### src/sv/xtea_pkg.sv
`timescale 1ns / 1ps
// Shared types, register codes and the XTEA mix function.
// Used by xtea_round, xtea_block_cipher, xtea_chk and the testbench; no dependencies.
package xtea_pkg;

  localparam logic [31:0] XTEA_DELTA = 32'h9E37_79B9;

  // Round counter width; covers any MAX_ROUNDS up to 255.
  localparam int LEFT_W = 8;
  typedef logic [LEFT_W-1:0] left_t;

  localparam int CFG_IDX_W = 3;
  localparam logic [CFG_IDX_W-1:0] REG_KEY0     = 3'd0;
  localparam logic [CFG_IDX_W-1:0] REG_KEY1     = 3'd1;
  localparam logic [CFG_IDX_W-1:0] REG_KEY2     = 3'd2;
  localparam logic [CFG_IDX_W-1:0] REG_KEY3     = 3'd3;
  localparam logic [CFG_IDX_W-1:0] REG_ROUNDS   = 3'd4;
  localparam logic [CFG_IDX_W-1:0] REG_DECRYPT  = 3'd5;

  localparam logic [6:0] ROUNDS_RESET = 7'd32;

  typedef logic [3:0][31:0] key_t;

  // One block in flight: direction, data words, running sum, rounds still to apply.
  typedef struct packed {
    logic        dec;
    left_t       left;
    logic [31:0] sum;
    logic [31:0] v0;
    logic [31:0] v1;
  } lane_t;

  function automatic logic [31:0] mix(input logic [31:0] x);
    mix = ((x << 4) ^ (x >> 5)) + x;
  endfunction

endpackage

### src/sv/xtea_round.sv
`timescale 1ns / 1ps
// One full XTEA cycle as two register stages, one half-round per stage.
// Depends on xtea_pkg.
module xtea_round (
  input  logic                 clk,
  input  logic                 rst,
  input  logic                 in_valid,
  input  xtea_pkg::lane_t      in_lane,
  input  xtea_pkg::key_t       key,
  output logic                 out_valid,
  output xtea_pkg::lane_t      out_lane
);

  xtea_pkg::lane_t half_next;
  xtea_pkg::lane_t half;
  logic            half_valid;
  xtea_pkg::lane_t lane_next;

  logic [31:0] mix_a;
  logic [31:0] mix_b;

  // First half: enc updates v0 and steps sum up; dec updates v1 and steps sum down.
  always_comb begin
    half_next = in_lane;
    mix_a     = '0;
    if (in_lane.left != '0) begin
      if (!in_lane.dec) begin
        mix_a = xtea_pkg::mix(in_lane.v1) ^ (in_lane.sum + key[in_lane.sum[1:0]]);
        half_next.v0  = in_lane.v0 + mix_a;
        half_next.sum = in_lane.sum + xtea_pkg::XTEA_DELTA;
      end else begin
        mix_a = xtea_pkg::mix(in_lane.v0) ^ (in_lane.sum + key[in_lane.sum[12:11]]);
        half_next.v1  = in_lane.v1 - mix_a;
        half_next.sum = in_lane.sum - xtea_pkg::XTEA_DELTA;
      end
    end
  end

  always_ff @(posedge clk) begin
    if (rst) begin
      half_valid <= 1'b0;
    end else begin
      half_valid <= in_valid;
    end
  end

  always_ff @(posedge clk) begin
    half <= half_next;
  end

  // Second half finishes the cycle and counts it off.
  always_comb begin
    lane_next = half;
    mix_b     = '0;
    if (half.left != '0) begin
      if (!half.dec) begin
        mix_b = xtea_pkg::mix(half.v0) ^ (half.sum + key[half.sum[12:11]]);
        lane_next.v1 = half.v1 + mix_b;
      end else begin
        mix_b = xtea_pkg::mix(half.v1) ^ (half.sum + key[half.sum[1:0]]);
        lane_next.v0 = half.v0 - mix_b;
      end
      lane_next.left = half.left - xtea_pkg::left_t'(1);
    end
  end

  always_ff @(posedge clk) begin
    if (rst) begin
      out_valid <= 1'b0;
    end else begin
      out_valid <= half_valid;
    end
  end

  always_ff @(posedge clk) begin
    out_lane <= lane_next;
  end

endmodule

### config.mk
export PLATFORM = sky130hd
export DESIGN_NAME = xtea_round
export DESIGN_NICKNAME = d
export VERILOG_FILES = /design/src/sv/xtea_pkg.sv /design/src/sv/xtea_round.sv
export SDC_FILE = /design/constraint.sdc
export NUM_CORES = 1
export LEC_CHECK = 0
export ABC_CLOCK_PERIOD_IN_PS = 7400
export BUFFER_PORTS_ARGS = -buffer_cell sky130_fd_sc_hd__buf_2
export CAP_MARGIN = 15
export CORE_UTILIZATION = 56
export DETAILED_ROUTE_END_ITERATION = 10
export PLACE_DENSITY = 0.8
export SETUP_SLACK_MARGIN = 0.02
export SYNTH_ARGS = -nofsm -noshare
export SYNTH_HDL_FRONTEND = slang
export SYNTH_SLANG_ARGS = --single-unit
### constraint.sdc
create_clock -name clk -period 7.4 [get_ports clk]
set_input_delay 2.22 -clock clk [delete_from_list [all_inputs] [get_ports clk]]
set_output_delay 2.22 -clock clk [all_outputs]
set_load 0.005 [all_outputs]
==> results.sh, run 1 <==
export IMPL_outcome="finished, violations left"
export IMPL_violations="antenna rules"
export IMPL_antenna_found_initial=29
export IMPL_ys_warn_count=0
export IMPL_regArea_mm2=0.00425
export IMPL_slowest_stage="mux4_2"
export IMPL_final_cell_mix="ha_1 (414), xnor2_1 (377), buf_2 (341)"
export IMPL_num_rows=84
export IMPL_drt_pass1_iterations=6
export IMPL_final_common_cell="ha_1"
export IMPL_ys_types=94
export IMPL_cp_common_cell="a21o_1"
export IMPL_critPathRequiredTime_ns=7.83
export IMPL_die_w_um=233
export IMPL_io_pins=342
export IMPL_cts_tree="built"
export IMPL_routed_via_density=6.35
export IMPL_num_vias=30900
export IMPL_root_buffer="clkbuf_16"
export IMPL_netlist_instances=3533
export IMPL_avgSynthCellArea_um2=8.48
export IMPL_critical_path_class="in -> reg"
export IMPL_rsz0062_at_grt="no"
export IMPL_worst_r2r_path_depth=22
export IMPL_instances_no_fill=4871
export IMPL_min_delay_path_class="reg -> reg"
export IMPL_gr_usage_all_layers_pct=39.6
export IMPL_path_clk_slew_ns=0.07
export IMPL_crit_path_end_kind="flop"
export IMPL_r2r_setup_slack_ns=1.34
export IMPL_drive_above_1_share_pct=21.2
export IMPL_finalMaxSlewViolations=0
export IMPL_syn2layout_area_growth_pct=18.5
export IMPL_final_util_pct=67.4
export IMPL_critPathLaunchType="input pin"
export IMPL_tightest_slew_ns=1.06
export IMPL_die_area_mm2=0.0544
export IMPL_async_flop_share_pct=0
export IMPL_die_height_um=233
export IMPL_place_congestion=1.05
export IMPL_htreeDepth=1
export IMPL_max_cap_violations=0
export IMPL_drc=0
export IMPL_core_area_mm2=0.0527
export IMPL_ys_ff_latch=212
export IMPL_syn_nets=4196
export IMPL_crit_fanout=5
export IMPL_yosys_area_top_type="ha_1"
export IMPL_insertion_delay_ns=0.56
export IMPL_layout_worst_path_cycle_share_pct=96.4
export IMPL_nFillCells=4534
export IMPL_routedWlPerCell_um=22.8
export IMPL_netlist_area_mm2=0.0300
export IMPL_nets=4799
export IMPL_start_util_pct=56.9
export IMPL_grt_first_pass_wirelength_um=165000
export IMPL_finalClockSkew_ns=0.0322
export IMPL_dp_cells=4798
export IMPL_post_cts_setup_buffers=0
export IMPL_cts_buffers=24
export IMPL_crit_arrival_ns=7.57
export IMPL_yosys_most_used_dff="dfxtp_1"
export IMPL_cts_path_max_buffers=3
export IMPL_setup_tns_ns=0
export IMPL_worst_path_largest_cell_delay_ns=0.55
export IMPL_ys_seq_area_share_pct=14.2
export IMPL_setup_violations=0
export IMPL_hold_violations=0
export IMPL_multi_input_area_mm2=0.0251
export IMPL_ant_nets=1
export IMPL_dp_final_hpwl_um=92600
export IMPL_drt_iter0_drc=2925
export IMPL_first_global_vias=28900
export IMPL_cts_sinks=212
export IMPL_synth_top_area_share_pct=17.3
export IMPL_grt_start_max_net_pins=66
export IMPL_slew_headroom_pct=28.8
export IMPL_hold_path_depth=0
export IMPL_fmax_mhz=140
export IMPL_grt_overflow=0
export IMPL_io_buffers=341
export IMPL_synth_edff_count=0
export IMPL_wirelength_um=111000
export IMPL_netlist_top_cells_area="ha_1 (17%), dfxtp_1 (14%), xnor2_1 (11%)"
export IMPL_period_needed_ns=7.13
layer usage:
metal  track usage [%]  part of all wire (%)  vias up
li1                  -                     -    14400
met1              53.0                    40    14600
met2              61.5                    44     1703
met3              8.83                    12      293
met4              16.1                   4.3        2
met5                 0                 0.012        -
registers in the layout, indices dropped and copies added (netlist names):
| name | cells |
|---|---|
| out_valid | 1 |
| half | 105 |
| half_valid | 1 |
| out_lane | 105 |
stage by stage:
stage / area, um^2 / setup WS [ns] / hold slack, ns
after floorplan: 30000 / -0.0195 / 0.341
after global placement: 34600 / -0.239 / 0.372
after detailed placement: 34600 / -0.292 / 0.372
after CTS: 35400 / 0.240 / 0.384
after global routing: 35500 / 0.0246 / 0.390
final: 35500 / 0.269 / 0.375
Yosys cell counts, types with 74 or more instances:
| library cell | n |
|---|---|
| a21o_1 | 208 |
| a21oi_1 | 323 |
| dfxtp_1 | 212 |
| ha_1 | 414 |
| inv_1 | 94 |
| mux4_2 | 128 |
| nand2_1 | 304 |
| nor2_1 | 157 |
| o21ai_0 | 215 |
| o21ai_1 | 74 |
| xnor2_1 | 377 |
| xor2_1 | 216 |
final timing paths:
kind | startpoint | to
worst min register to register | half[84] | out_lane[84]
worst max-delay path | in_lane[64] | half[62]
worst min-delay path | half[84] | out_lane[84]
worst max register to register | half[64] | out_lane[63]
kinds of logic (layout without fill, tap and decap cells):
logic type	after synthesis	in the layout	share of synthesized area, %
fa+ha+maj	427	427	18.2
mux	142	142	10.1
flops	212	212	14.2
buf+inv	169	790	2.16
xor+xnor	596	596	17.6
simple gates	855	855	14.0
compound gates	1132	1132	23.9
other cells	0	29	0
critical path, delay by kind of cell:
kind | cells | cell delay, ns
AO/OA/AOI/OAI | 14 | 2.44
multiplexers | 1 | 0.55
buffers and inverters | 1 | 0.20
XOR/XNOR | 2 | 0.23
AND/OR/NAND/NOR | 6 | 1.29
adder cells (fa/ha/maj) | 2 | 0.62
timing repair:
action                     4_1_cts  5_1_grt
gates resized for setup          0        5
setup endpoints to repair        0        1
hold buffers                     0        0
final cells by class:
type                            count  share of cell area [%]
Antenna cell                       29                   0.204
Multi-Input combinational cell   3152                    70.7
Timing Repair Buffer              652                    11.5
Sequential cell                   212                    12.0
Tap cell                          688                    2.42
Inverter                           94                   0.994
Clock buffer                       31                    1.99
Clock inverter                     13                   0.271
Power of run 1 is left out: the tool's default activity adds up to more than one toggle a clock period on the data nets, which glitch-free logic cannot reach.
==> run 2: changes to the inputs <==
--- a/config.mk
+++ b/config.mk
@@ -5,12 +5,13 @@
 export SDC_FILE = /design/constraint.sdc
 export NUM_CORES = 1
 export LEC_CHECK = 0
-export ABC_CLOCK_PERIOD_IN_PS = 7400
+export ABC_CLOCK_PERIOD_IN_PS = 7890
 export BUFFER_PORTS_ARGS = -buffer_cell sky130_fd_sc_hd__buf_2
 export CAP_MARGIN = 15
-export CORE_UTILIZATION = 56
+export CORE_UTILIZATION = 60
 export DETAILED_ROUTE_END_ITERATION = 10
-export PLACE_DENSITY = 0.8
+export PLACE_DENSITY = 0.82
+export REMOVE_ABC_BUFFERS = 1
 export SETUP_SLACK_MARGIN = 0.02
 export SYNTH_ARGS = -nofsm -noshare
 export SYNTH_HDL_FRONTEND = slang
==> constraint.sdc (replaced) <==
create_clock -name clk -period 7.89 [get_ports clk]
set_input_delay 2.367 -clock clk [delete_from_list [all_inputs] [get_ports clk]]
set_output_delay 2.367 -clock clk [all_outputs]
set_load 0.005 [all_outputs]
==> run 2 against run 1 <==
The flow now finishes without violations. Worst setup slack better by 0.19 ns. Via count decreased by 3.4%. Register-to-register slack is essentially flat. Clock skew decreased by 0.017 ns. Die area fell by 6.6%. Clock-buffer cell count fell by 1. Cell count down 5.1%.
==> results.sh, run 2 (same netlist as run 1, synthesis figures left out) <==
export IMPL_outcome="finished clean"
export IMPL_drt_pass1_iterations=6
export IMPL_drive_above_1_share_pct=16.6
export IMPL_final_cell_mix="ha_1 (414), xnor2_1 (377), buf_2 (341)"
export IMPL_crit_buf_inv=3
export IMPL_htreeDepth=1
export IMPL_insertion_delay_ns=0.57
export IMPL_grt_overflow=0
export IMPL_syn2layout_area_growth_pct=12.9
export IMPL_cts_tree="built"
export IMPL_root_buffer="clkbuf_16"
export IMPL_post_cts_setup_buffers=0
export IMPL_antenna_found_initial=27
export IMPL_routed_via_density=6.46
export IMPL_r2r_start="half[75]"
export IMPL_path_delay_family="compound AO/OA/AOI/OAI gates"
export IMPL_cp_common_cell="a21oi_1"
export IMPL_critical_path_class="in -> reg"
export IMPL_num_vias=29900
export IMPL_layout_worst_path_cycle_share_pct=94.2
export IMPL_die_area_mm2=0.0508
export IMPL_critPathLaunchType="input pin"
export IMPL_instances_no_fill=4625
export IMPL_max_cap_violations=0
export IMPL_reg_top3="half: 105 flops, out_lane: 105 flops"
export IMPL_crit_path_end_kind="flop"
export IMPL_worst_path_largest_cell_delay_ns=0.59
export IMPL_gr_usage_all_layers_pct=41.0
export IMPL_path_clk_slew_ns=0.07
export IMPL_grt_first_pass_wirelength_um=159000
export IMPL_wirelength_um=106000
export IMPL_core_area_mm2=0.0491
export IMPL_final_util_pct=68.9
export IMPL_setup_violations=0
export IMPL_critPathRequiredTime_ns=8.39
export IMPL_crit_arrival_ns=7.94
export IMPL_hold_buffers=0
export IMPL_tightest_slew_ns=1.25
export IMPL_stdcell_area_mm2=0.0338
export IMPL_crit_fanout=11
export IMPL_routedWlPerCell_um=23.0
export IMPL_slowest_stage="mux4_2"
export IMPL_num_rows=81
export IMPL_place_area_mm2=0.0329
export IMPL_cts_sinks=212
export IMPL_cts_path_max_buffers=3
export IMPL_regArea_mm2=0.00425
export IMPL_finalMaxSlewViolations=0
export IMPL_hold_violations=0
export IMPL_min_delay_path_class="reg -> reg"
export IMPL_io_pins=342
export IMPL_drc=0
export IMPL_dp_cells=4553
export IMPL_nFillCells=4150
export IMPL_die_height_um=225
export IMPL_grt_start_max_net_pins=65
export IMPL_hold_path_startpoint="half[83]"
export IMPL_slew_headroom_pct=14.3
export IMPL_cts_buffers=25
export IMPL_rsz0062_at_grt="no"
export IMPL_die_w_um=225
export IMPL_fin_hold_ws_ns=0.387
export IMPL_ant_nets=0
export IMPL_postCtsResizedCells=0
export IMPL_first_global_vias=28000
export IMPL_finalClockSkew_ns=0.0152
export IMPL_setup_worst_path_start="in_lane[75]"
export IMPL_place_congestion=1.05
export IMPL_dp_final_hpwl_um=88200
export IMPL_nets=4579
export IMPL_final_common_cell="ha_1"
export IMPL_fmax_mhz=135
export IMPL_start_util_pct=61.1
export IMPL_drt_iter0_drc=3069
export IMPL_multi_input_area_mm2=0.0251
export IMPL_period_needed_ns=7.43
export IMPL_io_buffers=341
## run 2: cell count changes in the layout (fill, tap and decap cells not counted), moves of 2 or more
cell,before,now
clkbuf_1,0,4
buf_4,309,88
a2111oi_1,2,0
a2111oi_0,5,7
a21oi_1,321,323
bufinv_16,0,3
a21oi_2,4,2
clkinv_4,3,1
clkbuf_8,6,1
diode_2,29,26
clkinvlp_4,0,3
## run 2: worst paths after layout
path                  end  slack, ns  cells past startpoint
min reg2reg  out_lane[83]       0.39                      0
max reg2reg  out_lane[31]       1.35                     23
min          out_lane[83]       0.39                      0
max              half[31]       0.46                     26
## run 2: through the flow
stage,TNS (ns),worst slack (ns)
after detailed placement,-0.0749,-0.0620
after global routing,0,0.0543
final,0,0.456
after CTS,0,0.514
after floorplan,0,0.657
after global placement,0,0.0750
## run 2: layout make-up
class / instances / area share (%)
Antenna cell: 26 / 0.192
Clock buffer: 30 / 1.93
Clock inverter: 16 / 0.533
Inverter: 94 / 1.04
Multi-Input combinational cell: 3152 / 74.2
Sequential cell: 212 / 12.6
Tap cell: 664 / 2.46
Timing Repair Buffer: 431 / 7.12
## run 2: layer usage
layer	wire (um)	share of wire [%]	GRT usage [%]	vias to the layer above
met5	35	0.033	0	-
met4	5310	5.0	18.8	6
met3	13400	13	10.3	322
met2	46400	44	63.6	1627
met1	41300	39	53.4	14000
li1	-	-	-	14000
Power of run 2 is left out for the same reason.
